===== src/rtl/core/skh_pkg.sv =====
// ----------------------------------------------------------------------------
// skh_pkg: shared types and constants of the key hash unit
// Widths, register indexes, hash modes, state codes, the symbol code table
// and the request and response groups of the remainder unit.
// ----------------------------------------------------------------------------
package skh_pkg;

  localparam int ACC_W    = 32;   // accumulator width, wraps modulo 2^32
  localparam int SIZE_W   = 15;   // table size, share count, remainders
  localparam int BUCKET_W = 14;   // bucket field at the output
  localparam int INDEX_W  = 14;   // share index register
  localparam int BYTE_W   = 8;
  localparam int CODE_W   = 5;    // symbol codes 1 to 17
  localparam int CNT_W    = $clog2(ACC_W);
  localparam int CFG_IDX_W  = 2;
  localparam int CFG_DATA_W = SIZE_W;

  // Largest number of buckets; a larger table size is clamped to it.
  localparam logic [SIZE_W-1:0] MAX_BUCKETS = SIZE_W'(16384);

  localparam logic [SIZE_W-1:0]  TABLE_SIZE_RST  = SIZE_W'(10000);
  localparam logic [SIZE_W-1:0]  SHARE_COUNT_RST = SIZE_W'(1);
  localparam logic [INDEX_W-1:0] SHARE_INDEX_RST = '0;

  localparam logic [CFG_IDX_W-1:0] REG_HASH_MODE   = 2'd0;
  localparam logic [CFG_IDX_W-1:0] REG_TABLE_SIZE  = 2'd1;
  localparam logic [CFG_IDX_W-1:0] REG_SHARE_COUNT = 2'd2;
  localparam logic [CFG_IDX_W-1:0] REG_SHARE_INDEX = 2'd3;

  typedef enum logic [1:0] {
    MODE_LENGTH  = 2'd0,
    MODE_SUM     = 2'd1,
    MODE_ELEMENT = 2'd2,
    MODE_CARBON  = 2'd3
  } hash_mode_t;

  typedef enum logic [2:0] {
    ST_IDLE,
    ST_CHECK,
    ST_REDUCE,
    ST_BUCKET,
    ST_SHARE,
    ST_PUT
  } skh_state_t;

  typedef struct packed {
    logic              start;
    logic [ACC_W-1:0]  dividend;
    logic [SIZE_W-1:0] divisor;
  } div_req_t;

  typedef struct packed {
    logic              done;
    logic [SIZE_W-1:0] rem;
  } div_rsp_t;

  // Element code of one SMILES character; every other byte gets 17.
  function automatic logic [CODE_W-1:0] symbol_code(input logic [BYTE_W-1:0] b);
    logic [CODE_W-1:0] code;
    case (b)
      8'h43:   code = 5'd1;   // C
      8'h63:   code = 5'd2;   // c
      8'h4E:   code = 5'd3;   // N
      8'h6E:   code = 5'd4;   // n
      8'h4F:   code = 5'd5;   // O
      8'h6F:   code = 5'd6;   // o
      8'h50:   code = 5'd7;   // P
      8'h53:   code = 5'd8;   // S
      8'h28:   code = 5'd9;   // (
      8'h29:   code = 5'd10;  // )
      8'h5B:   code = 5'd11;  // [
      8'h5D:   code = 5'd12;  // ]
      8'h31:   code = 5'd13;  // 1
      8'h32:   code = 5'd14;  // 2
      8'h3D:   code = 5'd15;  // =
      8'h23:   code = 5'd16;  // #
      default: code = 5'd17;
    endcase
    return code;
  endfunction

  localparam logic [BYTE_W-1:0] CHAR_UPPER_C = 8'h43;
  localparam logic [BYTE_W-1:0] CHAR_LOWER_C = 8'h63;

endpackage


===== src/rtl/core/skh_if.sv =====
// ----------------------------------------------------------------------------
// skh_if: item channels of the key hash unit
// Valid/ready channels for key characters and for finished buckets.
// ----------------------------------------------------------------------------
interface skh_in_if;
  logic                       valid;
  logic                       ready;
  logic [skh_pkg::BYTE_W-1:0] key_byte;
  logic                       key_last;

  modport source (output valid, output key_byte, output key_last, input ready);
  modport sink   (input valid, input key_byte, input key_last, output ready);
endinterface

interface skh_out_if;
  logic                         valid;
  logic                         ready;
  logic [skh_pkg::BUCKET_W-1:0] bucket;
  logic                         in_share;

  modport source (output valid, output bucket, output in_share, input ready);
  modport sink   (input valid, input bucket, input in_share, output ready);
endinterface


===== src/rtl/core/skh_div.sv =====
// ----------------------------------------------------------------------------
// skh_div: iterative remainder unit
// Restoring division, one quotient bit per cycle, remainder only. A dividend
// below four times the divisor takes two steps, any other takes 32.
// ----------------------------------------------------------------------------
module skh_div (
  input  logic              clk,
  input  logic              rst,
  input  skh_pkg::div_req_t req,
  output skh_pkg::div_rsp_t rsp
);

  logic                               busy;
  logic                               done;
  logic [skh_pkg::CNT_W-1:0]          cnt;
  logic [skh_pkg::SIZE_W-1:0]         rem;
  logic [skh_pkg::ACC_W-1:0]          shreg;
  logic [skh_pkg::SIZE_W-1:0]         divisor;
  logic [skh_pkg::SIZE_W:0]           trial;
  logic                               fits;
  logic                               fast;

  // The short path starts with the top bits already below the divisor.
  assign fast  = req.dividend < {{(skh_pkg::ACC_W-skh_pkg::SIZE_W-2){1'b0}},
                                 req.divisor, 2'b00};
  assign trial = {rem, shreg[skh_pkg::ACC_W-1]};
  assign fits  = trial >= {1'b0, divisor};

  always_ff @(posedge clk) begin
    if (rst) begin
      busy <= 1'b0;
      done <= 1'b0;
      cnt  <= '0;
    end else begin
      done <= 1'b0;
      if (req.start) begin
        busy <= 1'b1;
        cnt  <= fast ? skh_pkg::CNT_W'(1) : skh_pkg::CNT_W'(skh_pkg::ACC_W - 1);
      end else if (busy) begin
        cnt <= cnt - 1'b1;
        if (cnt == '0) begin
          busy <= 1'b0;
          done <= 1'b1;
        end
      end
    end
  end

  always_ff @(posedge clk) begin
    if (req.start) begin
      divisor <= req.divisor;
      if (fast) begin
        rem   <= req.dividend[skh_pkg::SIZE_W+1:2];
        shreg <= {req.dividend[1:0], {(skh_pkg::ACC_W-2){1'b0}}};
      end else begin
        rem   <= '0;
        shreg <= req.dividend;
      end
    end else if (busy) begin
      rem   <= fits ? skh_pkg::SIZE_W'(trial - {1'b0, divisor})
                    : trial[skh_pkg::SIZE_W-1:0];
      shreg <= {shreg[skh_pkg::ACC_W-2:0], 1'b0};
    end
  end

  assign rsp.done = done;
  assign rsp.rem  = rem;

endmodule


===== src/rtl/core/smiles_key_hash_unit.sv =====
// ----------------------------------------------------------------------------
// smiles_key_hash_unit: bucket hash of a character key
// Folds one key character per item into a 32-bit accumulator and, on the
// last character, returns the bucket number and its share membership.
// ----------------------------------------------------------------------------
// Each character is accepted, then checked, before the next one is taken; in
// carbon-binary mode a reduction and a second check follow when the accumulator
// has grown past the table size. After the last character come the check, any
// reduction, the bucket and share remainders (short when the dividend is below 4x
// the divisor, on the one shared unit) and one load, plus any result wait.
// Reset is synchronous and active high: state, accumulator, flags and config reset.
// ----------------------------------------------------------------------------
module smiles_key_hash_unit (
  input  logic                           clk,
  input  logic                           rst,
  skh_in_if.sink                         in_ch,
  skh_out_if.source                      out_ch,
  input  logic                           cfg_we,
  input  logic [skh_pkg::CFG_IDX_W-1:0]  cfg_index,
  input  logic [skh_pkg::CFG_DATA_W-1:0] cfg_data
);

  // Configuration registers.
  skh_pkg::hash_mode_t            hash_mode;
  logic [skh_pkg::SIZE_W-1:0]     table_size;
  logic [skh_pkg::SIZE_W-1:0]     share_count;
  logic [skh_pkg::INDEX_W-1:0]    share_index;

  // Sequencer and datapath state.
  skh_pkg::skh_state_t            state;
  skh_pkg::skh_state_t            state_next;
  logic [skh_pkg::ACC_W-1:0]      acc;
  logic                           last;
  logic [skh_pkg::BUCKET_W-1:0]   bucket;
  logic                           match;
  logic                           out_valid;
  logic [skh_pkg::BUCKET_W-1:0]   out_bucket;
  logic                           out_in_share;

  logic [skh_pkg::ACC_W-1:0]      acc_upd;
  logic [skh_pkg::SIZE_W-1:0]     size_eff;
  logic [skh_pkg::SIZE_W-1:0]     shares_eff;
  logic                           is_carbon;
  logic                           need_reduce;
  logic                           accept;
  logic                           load_out;
  logic                           in_ready;
  skh_pkg::div_req_t              div_req;
  skh_pkg::div_rsp_t              div_rsp;

  // A table size of zero acts as one bucket and an oversized one is clamped;
  // a share count of zero acts as one share.
  assign size_eff   = (table_size == '0) ? skh_pkg::SIZE_W'(1) :
                      (table_size > skh_pkg::MAX_BUCKETS) ? skh_pkg::MAX_BUCKETS :
                      table_size;
  assign shares_eff = (share_count == '0) ? skh_pkg::SIZE_W'(1) : share_count;

  assign is_carbon = (in_ch.key_byte == skh_pkg::CHAR_UPPER_C) ||
                     (in_ch.key_byte == skh_pkg::CHAR_LOWER_C);

  // The per-character update of the accumulator, done in the accept cycle.
  // Carbon-binary mode triples acc as acc + 2*acc, adds one per carbon, 32-bit wrap.
  always_comb begin
    case (hash_mode)
      skh_pkg::MODE_LENGTH:  acc_upd = acc + skh_pkg::ACC_W'(1);
      skh_pkg::MODE_SUM:     acc_upd = acc + skh_pkg::ACC_W'(in_ch.key_byte);
      skh_pkg::MODE_ELEMENT: acc_upd = acc +
                                       skh_pkg::ACC_W'(skh_pkg::symbol_code(in_ch.key_byte));
      skh_pkg::MODE_CARBON:  acc_upd = acc + {acc[skh_pkg::ACC_W-2:0], 1'b0}
                                       + skh_pkg::ACC_W'(is_carbon);
      default:               acc_upd = acc;
    endcase
  end

  // In carbon-binary mode the accumulator is brought back below the table
  // size whenever it has grown past it.
  assign need_reduce = (hash_mode == skh_pkg::MODE_CARBON) &&
                       (acc > skh_pkg::ACC_W'(size_eff));

  assign accept   = in_ch.valid && in_ready;
  assign load_out = (state == skh_pkg::ST_PUT) && (!out_valid || out_ch.ready);

  // Next-state logic of the sequencer.
  always_comb begin
    state_next = state;
    case (state)
      skh_pkg::ST_IDLE: begin
        if (accept) state_next = skh_pkg::ST_CHECK;
      end
      skh_pkg::ST_CHECK: begin
        if (need_reduce)  state_next = skh_pkg::ST_REDUCE;
        else if (last)    state_next = skh_pkg::ST_BUCKET;
        else              state_next = skh_pkg::ST_IDLE;
      end
      skh_pkg::ST_REDUCE: begin
        // After the reduction the check runs again and finds no further reduction to do.
        if (div_rsp.done) state_next = skh_pkg::ST_CHECK;
      end
      skh_pkg::ST_BUCKET: begin
        if (div_rsp.done) state_next = skh_pkg::ST_SHARE;
      end
      skh_pkg::ST_SHARE: begin
        if (div_rsp.done) state_next = skh_pkg::ST_PUT;
      end
      skh_pkg::ST_PUT: begin
        if (load_out) state_next = skh_pkg::ST_IDLE;
      end
      default: state_next = skh_pkg::ST_IDLE;
    endcase
  end

  // Output logic: input ready and the request to the remainder unit. The
  // unit computes acc mod size for a reduction or the bucket, then
  // bucket mod shares for the share test.
  always_comb begin
    in_ready         = 1'b0;
    div_req.start    = 1'b0;
    div_req.dividend = acc;
    div_req.divisor  = size_eff;
    case (state)
      skh_pkg::ST_IDLE: begin
        in_ready = 1'b1;
      end
      skh_pkg::ST_CHECK: begin
        div_req.start = need_reduce || last;
      end
      skh_pkg::ST_BUCKET: begin
        div_req.start    = div_rsp.done;
        div_req.dividend = skh_pkg::ACC_W'(div_rsp.rem);
        div_req.divisor  = shares_eff;
      end
      default: begin
        in_ready = 1'b0;
      end
    endcase
  end

  assign in_ch.ready = in_ready;

  skh_div u_div (
    .clk (clk),
    .rst (rst),
    .req (div_req),
    .rsp (div_rsp)
  );

  // Configuration registers, to be written only while the block is idle; the block does not enforce it.
  always_ff @(posedge clk) begin
    if (rst) begin
      hash_mode   <= skh_pkg::MODE_CARBON;
      table_size  <= skh_pkg::TABLE_SIZE_RST;
      share_count <= skh_pkg::SHARE_COUNT_RST;
      share_index <= skh_pkg::SHARE_INDEX_RST;
    end else if (cfg_we) begin
      case (cfg_index)
        skh_pkg::REG_HASH_MODE:   hash_mode   <= skh_pkg::hash_mode_t'(cfg_data[1:0]);
        skh_pkg::REG_TABLE_SIZE:  table_size  <= cfg_data;
        skh_pkg::REG_SHARE_COUNT: share_count <= cfg_data;
        skh_pkg::REG_SHARE_INDEX: share_index <= cfg_data[skh_pkg::INDEX_W-1:0];
        default: ;
      endcase
    end
  end

  // Sequencer state, accumulator and output valid.
  always_ff @(posedge clk) begin
    if (rst) begin
      state     <= skh_pkg::ST_IDLE;
      acc       <= '0;
      last      <= 1'b0;
      out_valid <= 1'b0;
    end else begin
      state <= state_next;
      if (accept) begin
        acc  <= acc_upd;
        last <= in_ch.key_last;
      end else if (state == skh_pkg::ST_REDUCE && div_rsp.done) begin
        acc <= skh_pkg::ACC_W'(div_rsp.rem);
      end else if (state == skh_pkg::ST_BUCKET && div_rsp.done) begin
        // The key is finished once its bucket is known.
        acc <= '0;
      end
      if (load_out)          out_valid <= 1'b1;
      else if (out_ch.ready) out_valid <= 1'b0;
    end
  end

  // Result payload. A share index beyond the share count never matches,
  // because the remainder is always below the effective count. The bucket is below
  // the effective table size, so it fits the output field.
  always_ff @(posedge clk) begin
    if (state == skh_pkg::ST_BUCKET && div_rsp.done) begin
      bucket <= div_rsp.rem[skh_pkg::BUCKET_W-1:0];
    end
    if (state == skh_pkg::ST_SHARE && div_rsp.done) begin
      match <= (div_rsp.rem == skh_pkg::SIZE_W'(share_index));
    end
    if (load_out) begin
      out_bucket   <= bucket;
      out_in_share <= match;
    end
  end

  assign out_ch.valid    = out_valid;
  assign out_ch.bucket   = out_bucket;
  assign out_ch.in_share = out_in_share;

endmodule


===== src/flat_wrapper.sv =====
// flat-port wrapper written by rule: the top's interface ports become plain ports
module smiles_key_hash_unit_flat 
  (clk, rst, cfg_we, cfg_index, cfg_data, in_ch_valid, in_ch_key_byte, in_ch_key_last, in_ch_ready, out_ch_valid, out_ch_bucket, out_ch_in_share, out_ch_ready);
  skh_in_if in_ch_i ();
  skh_out_if out_ch_i ();
  input  logic clk;
  input  logic rst;
  input  logic cfg_we;
  input  logic [skh_pkg::CFG_IDX_W-1:0] cfg_index;
  input  logic [skh_pkg::CFG_DATA_W-1:0] cfg_data;
  input wire logic [$bits(in_ch_i.valid)-1:0] in_ch_valid;
  input wire logic [$bits(in_ch_i.key_byte)-1:0] in_ch_key_byte;
  input wire logic [$bits(in_ch_i.key_last)-1:0] in_ch_key_last;
  output wire logic [$bits(in_ch_i.ready)-1:0] in_ch_ready;
  output wire logic [$bits(out_ch_i.valid)-1:0] out_ch_valid;
  output wire logic [$bits(out_ch_i.bucket)-1:0] out_ch_bucket;
  output wire logic [$bits(out_ch_i.in_share)-1:0] out_ch_in_share;
  input wire logic [$bits(out_ch_i.ready)-1:0] out_ch_ready;
  assign in_ch_i.valid = in_ch_valid;
  assign in_ch_i.key_byte = in_ch_key_byte;
  assign in_ch_i.key_last = in_ch_key_last;
  assign in_ch_ready = in_ch_i.ready;
  assign out_ch_valid = out_ch_i.valid;
  assign out_ch_bucket = out_ch_i.bucket;
  assign out_ch_in_share = out_ch_i.in_share;
  assign out_ch_i.ready = out_ch_ready;
  smiles_key_hash_unit u_core (.clk(clk), .rst(rst), .in_ch(in_ch_i), .out_ch(out_ch_i), .cfg_we(cfg_we), .cfg_index(cfg_index), .cfg_data(cfg_data));
endmodule

===== config.mk =====
export PLATFORM = sky130hd
export DESIGN_NAME = smiles_key_hash_unit_flat
export DESIGN_NICKNAME = d
export VERILOG_FILES = /design/src/rtl/core/skh_pkg.sv /design/src/rtl/core/skh_if.sv /design/src/rtl/core/skh_div.sv /design/src/rtl/core/smiles_key_hash_unit.sv /design/src/flat_wrapper.sv
export SDC_FILE = /design/constraint.sdc
export NUM_CORES = 1
export LEC_CHECK = 0
export BUFFER_PORTS_ARGS = -buffer_cell sky130_fd_sc_hd__buf_2
export CORE_MARGIN = 2
export CORE_UTILIZATION = 55
export DETAILED_ROUTE_END_ITERATION = 8
export GPL_TIMING_DRIVEN = 0
export PLACE_DENSITY = 0.75
export REMOVE_ABC_BUFFERS = 1
export SLEW_MARGIN = 25
export SYNTH_ARGS = -nofsm -noshare
export SYNTH_HDL_FRONTEND = slang
export SYNTH_SLANG_ARGS = --single-unit

===== constraint.sdc =====
create_clock -name clk -period 4.65 [get_ports clk]
set_input_delay 0.6975 -clock clk [delete_from_list [all_inputs] [get_ports clk]]
set_output_delay 0.6975 -clock clk [all_outputs]
set_load 0.02 [all_outputs]

==> flow_metrics.tcl, run 1 <==
set metrics [dict create \
    run_status "finished with violations" \
    violations "design-rule violations" \
    syn_avg_cell_area_um2 8.56 \
    clk_pin_slew_ns 0.07 \
    yosys-top-cells-area "edfxtp_1 (22%), dfxtp_1 (15%), ha_1 (9.9%), nand2_1 (6.7%), a21oi_1 (5.3%)" \
    fillCellCount 1862 \
    vias 10785 \
    rsz0062_at_grt "false" \
    clk_latency_ns 0.44 \
    cts_tree "yes" \
    yosysTopAreaCell "edfxtp_1" \
    clockBufferDepth 2 \
    maxSlewViolCount 0 \
    sw_frac_of_total_pct 34.1 \
    die_y_um 154 \
    synth.most_common_cell "nand2_1" \
    yosysWarnings 0 \
    drtAntennaViolNets 0 \
    grt_max_degree 49 \
    synth_seq_cells 182 \
    routed_via_density 6.19 \
    htreeDepth 4 \
    ir_worst_vdd_mv 0.208 \
    grt_pass1_vias 9968 \
    routedWlPerCell_um 18.4 \
    hpwlAfterDp_um 23800 \
    skew_ns 0.0133 \
    period_needed_ns 4.35 \
    totalWireLength_um 32000 \
    die_width_um 154 \
    p_clk_share_pct 29.6 \
    synth.distinct_cells 86 \
    p_seq_share_pct 44.1 \
    synth_top_area_share_pct 22.4 \
    root_buffer "clkbuf_16" \
    setup_viol 0 \
    power.density_mw_per_mm2 354 \
    drt-initial-drc-count 965 \
    slew_headroom_pct 43.2 \
    path_class "reg -> reg" \
    boundaryPins 48 \
    regArea_mm2 0.00456 \
    stdcell_area_mm2 0.0134 \
    die_area_mm2 0.0237 \
    core-area_mm2 0.0220 \
    synth-edff-count 92 \
    arrival_ns 4.66 \
    multi_input_area_mm2 0.00723 \
    rows 54 \
    p_comb_share_pct 26.3 \
    hold_class "reg -> reg" \
    finalNetCount 1580 \
    antenna_found_initial 1 \
    gr-usage-all-layers_pct 27.0 \
    synth_seq_area_share_pct 37.0 \
    crit_slowest_cell "or4_1" \
    p_leak_uw 0.00540 \
    setup.worst_path.start_class "flop" \
    area_growth_pct 8.13 \
    synth_flop_cell "edfxtp_1" \
    dpl-instance-area_mm2 0.0127 \
    end_kind "flop" \
    path_delay_family "compound AO/OA/AOI/OAI gates" \
    numCtsBuffers 17 \
    required_ns 4.96 \
    async_flop_share_pct 0 \
    drv_cap 0 \
    max_freq_ghz 0.230 \
    hold_violations 0 \
    switchingPower_uw 1610 \
    synthTopCellsByCount "nand2_1 (221), a21oi_1 (130), nor2_1 (100)" \
    gp_congestion 0.926 \
    cts_sinks 182 \
    grt_overflow 0 \
    synth_cells 1442 \
    grt_pass1_wl_um 51300 \
    path_max_fanout 44 \
    power.internal_uw 3110 \
    crit_chain "nor4_1 -> nand4_1 -> o21ai_2 -> nand2_1 -> ha_1 -> inv_1 -> or4_1 -> o41a_1 -> a31oi_2 -> and3_4 -> inv_4 -> a2111oi_2 -> a31o_1" \
    synthesis.area_mm2 0.0123 \
    fin_util_pct 60.8 \
    initial_core_util_pct 56.2 \
    layout-drive-gt1-share_pct 8.97 \
    postCtsHoldBufs 0 \
    post-route-drc-count 1 \
    tightestPinTransition_ns 0.850 \
    period_share_pct 93.6 \
    firstDrtPassIters 9 \
    port_buffers 47 \
    cp_slowest_stage_delay_ns 0.54 \
    cp.buffers_inverters 2 \
]
## power groups by stage
stage	Sequential (uW)	Combinational, uW	Clock [uW]
5_1_grt	2100	1380	1460
4_1_cts	2080	1230	1400
2_1_floorplan	2040	892	0
3_3_place_gp	2110	1160	0
3_5_place_dp	2110	1200	0
6_report	2080	1240	1400
## timing repair
action / CTS / global route
buffers inserted: 1 / 1
resized for setup: 6 / 7
hold endpoints to repair: 0 / 0
setup endpoints to repair: 99 / 72
pin swaps: 2 / 5
gates cloned: 1 / 1
## layout by cell type, fill, tap and decap left out, types with 21 or more instances in the layout
cell      instances
inv_1            84
buf_2            46
o21ai_0          66
dfxtp_1          90
nor3_1           28
nand2_1         221
ha_1             97
xnor2_1          41
a21o_1           22
nand4_1          21
nand3_1          29
a21oi_1         129
edfxtp_1         92
nor2_1           98
## cell families after synthesis
family / count (synthesis) / synth area share [%]
multiplexers: 23 / 1.89
AO/OA/AOI/OAI: 390 / 20.6
XOR/XNOR: 57 / 4.04
flip-flops: 182 / 37.0
buffers and inverters: 153 / 5.16
AND/OR/NAND/NOR: 536 / 20.9
adder cells (fa/ha/maj): 101 / 10.4
## final cells by class
| type | instances | share of cell area [%] |
|---|---|---|
| inverter | 85 | 2.41 |
| antenna | 1 | 0.0187 |
| tap | 280 | 2.62 |
| multi-input combinational | 1109 | 54.1 |
| timing repair buffer | 53 | 2.36 |
| clock inverter | 15 | 1.07 |
| sequential | 182 | 34.2 |
| clock buffer | 17 | 3.19 |
## path summary, 6_finish.rpt
kind | slack (ns) | end | start | cells after the start
max | 0.30 | u_core.u_div.rem[14] | u_core.table_size[7] | 13
min | 0.42 | u_core.out_ch.bucket[1] | u_core.bucket[1] | 0
max reg2reg | 0.30 | u_core.u_div.rem[14] | u_core.table_size[7] | 13
min reg2reg | 0.42 | u_core.out_ch.bucket[1] | u_core.bucket[1] | 0
## registers in the layout (all words and copies together), names as in the netlist, 2 cells and up
signal                flops
u_core.acc               32
u_core.u_div.shreg       32
u_core.share_count       15
u_core.table_size        15
u_core.u_div.divisor     15
u_core.u_div.rem         15
u_core.bucket            14
u_core.out_ch.bucket     14
u_core.share_index       14
u_core.u_div.cnt          5
u_core.state              3
u_core.hash_mode          2
## per-layer routing
| layer | vias to the layer above | global-route usage, % | share of wire, % |
|---|---|---|---|
| met2 | 371 | 42.7 | 45 |
| li1 | 5259 | - | - |
| met3 | 58 | 3.52 | 6.4 |
| met4 | 0 | 10.1 | 2.9 |
| met5 | - | 0 | 0 |
| met1 | 5097 | 37.9 | 46 |
## through the flow
stage	worst slack, ns	std cells	TNS, ns	power [uW]	hold WS, ns
floorplan	-0.0912	1374	-4.29	2930	0.400
global placement	-1.46	1701	-85.60	3270	0.400
detailed placement	-0.961	1705	-35.19	3310	0.406
CTS	0.102	1739	0	4710	0.422
global route	0.0423	1742	0	4940	0.436
finish	0.299	1742	0	4720	0.423
Note: power is estimated with default switching activity, not from simulation.
==> run 2, diff against run 1 <==
- GPL_TIMING_DRIVEN: 0 -> unset
==> flow_metrics.tcl, run 2 (synthesized netlist as in run 1, its figures left out) <==
set metrics [dict create \
    run_status "finished, final reports clean" \
    firstDrtPassIters 7 \
    path_max_fanout 11 \
    antenna_found_initial 0 \
    stdcell_area_mm2 0.0134 \
    period_needed_ns 4.30 \
    power.density_mw_per_mm2 354 \
    area_growth_pct 8.65 \
    routed.top_layer "met4" \
    max_freq_ghz 0.232 \
    arrival_ns 4.60 \
    min_path_cells 0 \
    htreeDepth 4 \
    dpl-instance-area_mm2 0.0128 \
    top_regs "u_core.acc: 32 flops, u_core.u_div.shreg: 32 flops" \
    routedWlPerCell_um 18.8 \
    hpwlAfterDp_um 24900 \
    numCtsBuffers 17 \
    antenna_cells 0 \
    setup_viol 0 \
    fin_hold_ws_ns 0.421 \
    layout_commonest_cell "nand2_1" \
    port_buffers 47 \
    drv_cap 0 \
    dp_slack_ns -0.00419 \
    clockBufferDepth 2 \
    power.internal_uw 3160 \
    cts_tree "yes" \
    r2r_cells 13 \
    rsz0062_at_grt "false" \
    worst_slack_ns 0.348 \
    switchingPower_uw 1590 \
    slew_headroom_pct 46.5 \
    drt-initial-drc-count 984 \
    maxSlewViolCount 0 \
    sw_frac_of_total_pct 33.5 \
    mostFrequentLayoutCells "nand2_1 (221), a21oi_1 (129), nor2_1 (98), ha_1 (98), edfxtp_1 (92)" \
    grt_overflow 0 \
    skew_ns 0.0142 \
    clk_latency_ns 0.43 \
    gp_congestion 0.923 \
    vias 10892 \
    drtAntennaViolNets 0 \
    hold_class "reg -> reg" \
    gr-usage-all-layers_pct 28.1 \
    root_buffer "clkbuf_16" \
    grt_pass1_wl_um 53400 \
    die_y_um 154 \
    routed_via_density 6.20 \
    dp.cells 1725 \
    grt_max_degree 78 \
    layout-drive-gt1-share_pct 9.21 \
    totalWireLength_um 33000 \
    hold_violations 0 \
    cts_sinks 182 \
    path_class "reg -> reg" \
    p_seq_share_pct 44.0 \
    end_kind "flop" \
    p_clk_share_pct 29.8 \
    finalNetCount 1596 \
    dr_wl_met3_um 2430 \
    die_width_um 154 \
    ir_worst_vdd_mv 0.199 \
    clk_pin_slew_ns 0.07 \
    r2r_slack_ns 0.35 \
    rows 54 \
    p_comb_share_pct 26.3 \
    fillCellCount 1896 \
    period_share_pct 92.5 \
    core-area_mm2 0.0220 \
    layoutNonFillerInstCount 1757 \
    setup.worst_path.start_class "flop" \
    initial_core_util_pct 56.2 \
    tightestPinTransition_ns 0.783 \
    p_leak_uw 0.00546 \
    fin_util_pct 61.1 \
    wl_met2_um 14700 \
    required_ns 4.95 \
    grt_pass1_vias 10222 \
    wirelength_met1_um 15000 \
    boundaryPins 48 \
    die_area_mm2 0.0237 \
    post-route-drc-count 0 \
]
run 2: repair_timing:
item | 4_1_cts | 5_1_grt
endpoints found under the setup margin | 0 | 1
hold buffers | 0 | 0
resized for setup | 0 | 2
setup buffers | 0 | 0
run 2: critical path, stage by stage (launching register included):
cell	delay, ns
dfxtp_1	0.32
nor3_1	0.40
nand4_1	0.18
o21ai_1	0.24
nand2_1	0.10
ha_1	0.27
inv_1	0.03
or4_1	0.53
o41a_1	0.52
a31oi_1	0.28
and3_2	0.38
inv_2	0.17
a2111oi_0	0.58
a31o_1	0.17
run 2: layout make-up:
cell class	count	area (um2)	area share [%]
clock inverters	14	141	1.05
multi-input cells	1107	7170	53.5
inverters	85	319	2.38
flip-flops and latches	182	4560	34.0
well taps	280	350	2.61
repair buffers	71	440	3.28
clock buffers	18	429	3.20
run 2: path summary, 6_finish.rpt:
check                                            from                      end
worst max-delay path            u_core.table_size[10]     u_core.u_div.rem[14]
worst min-delay path                 u_core.bucket[4]  u_core.out_ch.bucket[4]
worst max register to register  u_core.table_size[10]     u_core.u_div.rem[14]
worst min register to register       u_core.bucket[4]  u_core.out_ch.bucket[4]
run 2: per-stage QoR:
stage,total power (uW),TNS [ns]
6_report,4750,0
5_1_grt,4990,0
2_1_floorplan,2930,-4.29
4_1_cts,4750,0
3_5_place_dp,3340,-0.00419
3_3_place_gp,3310,0
run 2: power by group through the flow:
stage               logic [uW]  clock network, uW  registers, uW
floorplan                  892                  0           2040
global placement          1200                  0           2110
detailed placement        1230                  0           2110
CTS                       1240               1430           2080
global route              1390               1500           2100
finish                    1250               1410           2090
run 2: metal layers:
| layer | up-vias | global-route usage, % |
|---|---|---|
| met3 | 58 | 4.11 |
| met2 | 411 | 44.1 |
| met1 | 5146 | 40.2 |
| li1 | 5277 | - |
| met5 | - | 0 |
| met4 | 0 | 8.86 |
==> run 3, diff against run 2 <==
==> constraint.sdc (replaced) <==
create_clock -name clk -period 4.65 [get_ports clk]
set_input_delay 0.465 -clock clk [delete_from_list [all_inputs] [get_ports clk]]
set_output_delay 0.465 -clock clk [all_outputs]
set_load 0.02 [all_outputs]
==> flow_metrics.tcl, run 3 (synthesized netlist as in run 1, its figures left out) <==
set metrics [dict create \
    regArea_mm2 0.00456 \
    p_clk_share_pct 30.9 \
    drv_cap 0 \
    period_share_pct 93.5 \
    switchingPower_uw 1650 \
    run_status "finished, final reports clean" \
    drt-initial-drc-count 1176 \
    cts_tree "yes" \
    setup_viol 0 \
    area_growth_pct 8.23 \
    postCtsHoldBufs 0 \
    cts_resized 0 \
    boundaryPins 48 \
    core-area_mm2 0.0220 \
    clockBufferDepth 2 \
    p_leak_uw 0.00543 \
    antenna_found_initial 0 \
    power.internal_uw 3180 \
    fin_hold_ws_ns 0.276 \
    finalNetCount 1586 \
    maxSlewViolCount 0 \
    hold_class "in -> reg" \
    multi_input_area_mm2 0.00717 \
    end_kind "flop" \
    layout_commonest_cell "nand2_1" \
    ir_worst_vdd_mv 0.212 \
    hold_violations 0 \
    root_buffer "clkbuf_16" \
    p_comb_share_pct 25.9 \
    totalWireLength_um 33100 \
    gp_congestion 0.949 \
    dpl-instance-area_mm2 0.0128 \
    stdcell_area_mm2 0.0134 \
    top_regs "u_core.acc: 32 flops, u_core.u_div.shreg: 32 flops" \
    clk_pin_slew_ns 0.08 \
    rows 54 \
    path_class "in -> reg" \
    post_cts_buffers 0 \
    arrival_ns 4.69 \
    path_max_fanout 8 \
    die_width_um 154 \
    hpwlAfterDp_um 24800 \
    period_needed_ns 4.35 \
    mostFrequentLayoutCells "nand2_1 (221), a21oi_1 (129), nor2_1 (98), ha_1 (98), edfxtp_1 (92)" \
    required_ns 5.00 \
    port_buffers 47 \
    power.density_mw_per_mm2 361 \
    cts_sinks 182 \
    antenna_cells 0 \
    grt_pass1_wl_um 53100 \
    layoutNonFillerInstCount 1747 \
    post-route-drc-count 0 \
    sw_frac_of_total_pct 34.1 \
    max_freq_ghz 0.230 \
    skew_ns 0.0150 \
    firstDrtPassIters 7 \
    tightestPinTransition_ns 0.791 \
    grt_max_degree 72 \
    die_y_um 154 \
    gr-usage-all-layers_pct 28.1 \
    dp.cells 1715 \
    numCtsBuffers 17 \
    rsz0062_at_grt "false" \
    p_seq_share_pct 43.2 \
    slew_headroom_pct 47.3 \
    routed_via_density 6.21 \
    grt_pass1_vias 10013 \
    htreeDepth 4 \
    grt_overflow 0 \
    clk_latency_ns 0.45 \
    layout-drive-gt1-share_pct 8.59 \
    drtAntennaViolNets 0 \
    routedWlPerCell_um 18.9 \
    setup.worst_path.start_class "input port" \
    die_area_mm2 0.0237 \
    fin_util_pct 60.9 \
    vias 10850 \
    fillCellCount 1882 \
    initial_core_util_pct 56.2 \
]
==> run 3: final timing paths <==
path	startpoint	to	slack (ns)	cells past startpoint
worst max-delay path	in_ch_key_byte[2]	u_core.acc[20]	0.30	22
worst min-delay path	cfg_data[14]	u_core.share_count[14]	0.28	3
worst max register to register	u_core.state[1]	u_core.u_div.shreg[19]	0.71	12
worst min register to register	u_core.bucket[1]	u_core.out_ch.bucket[1]	0.42	0
==> run 3: metal layers <==
layer | GRT usage [%] | routed length, um
met4 | 8.72 | 734
met2 | 44.6 | 14900
met5 | 0 | 0
met3 | 4.43 | 2790
met1 | 39.6 | 14700
==> run 3: layout make-up <==
| type | count | share of cell area (%) |
|---|---|---|
| Clock buffer | 17 | 3.18 |
| Clock inverter | 15 | 1.30 |
| Inverter | 85 | 2.39 |
| Multi-Input combinational cell | 1107 | 53.6 |
| Sequential cell | 182 | 34.2 |
| Tap cell | 280 | 2.62 |
| Timing Repair Buffer | 61 | 2.73 |
==> run 3: critical path, cell delays in order <==
cell,delay [ns]
buf_2,0.16
or2_2,0.17
nand2b_1,0.15
o21ai_0,0.09
nand3b_1,0.08
o21ai_0,0.10
nand3b_1,0.20
nor4_1,0.33
o21ai_0,0.14
nand2_1,0.07
ha_1,0.17
inv_1,0.06
fa_1,0.40
nor2b_1,0.11
o21ai_0,0.11
a21oi_1,0.26
o21ai_1,0.18
a2111oi_4,0.38
and2_0,0.46
and3_1,0.22
o21ai_0,0.07
a221oi_1,0.29
==> run 3: power by group through the flow <==
stage               Clock, uW  Sequential, uW  Combinational (uW)
finish                   1490            2080                1250
global route             1560            2100                1400
CTS                      1490            2080                1240
detailed placement          0            2110                1240
global placement            0            2110                1200
floorplan                   0            2040                 892
==> run 3: through the flow <==
step                      setup slack [ns]  power (uW)  TNS, ns
final                                0.302        4820        0
after global placement              0.0982        3310        0
after detailed placement            0.0144        3350        0
after floorplan                    -0.0912        2930    -4.29
after global routing                0.0753        5050        0
after CTS                            0.445        4810        0
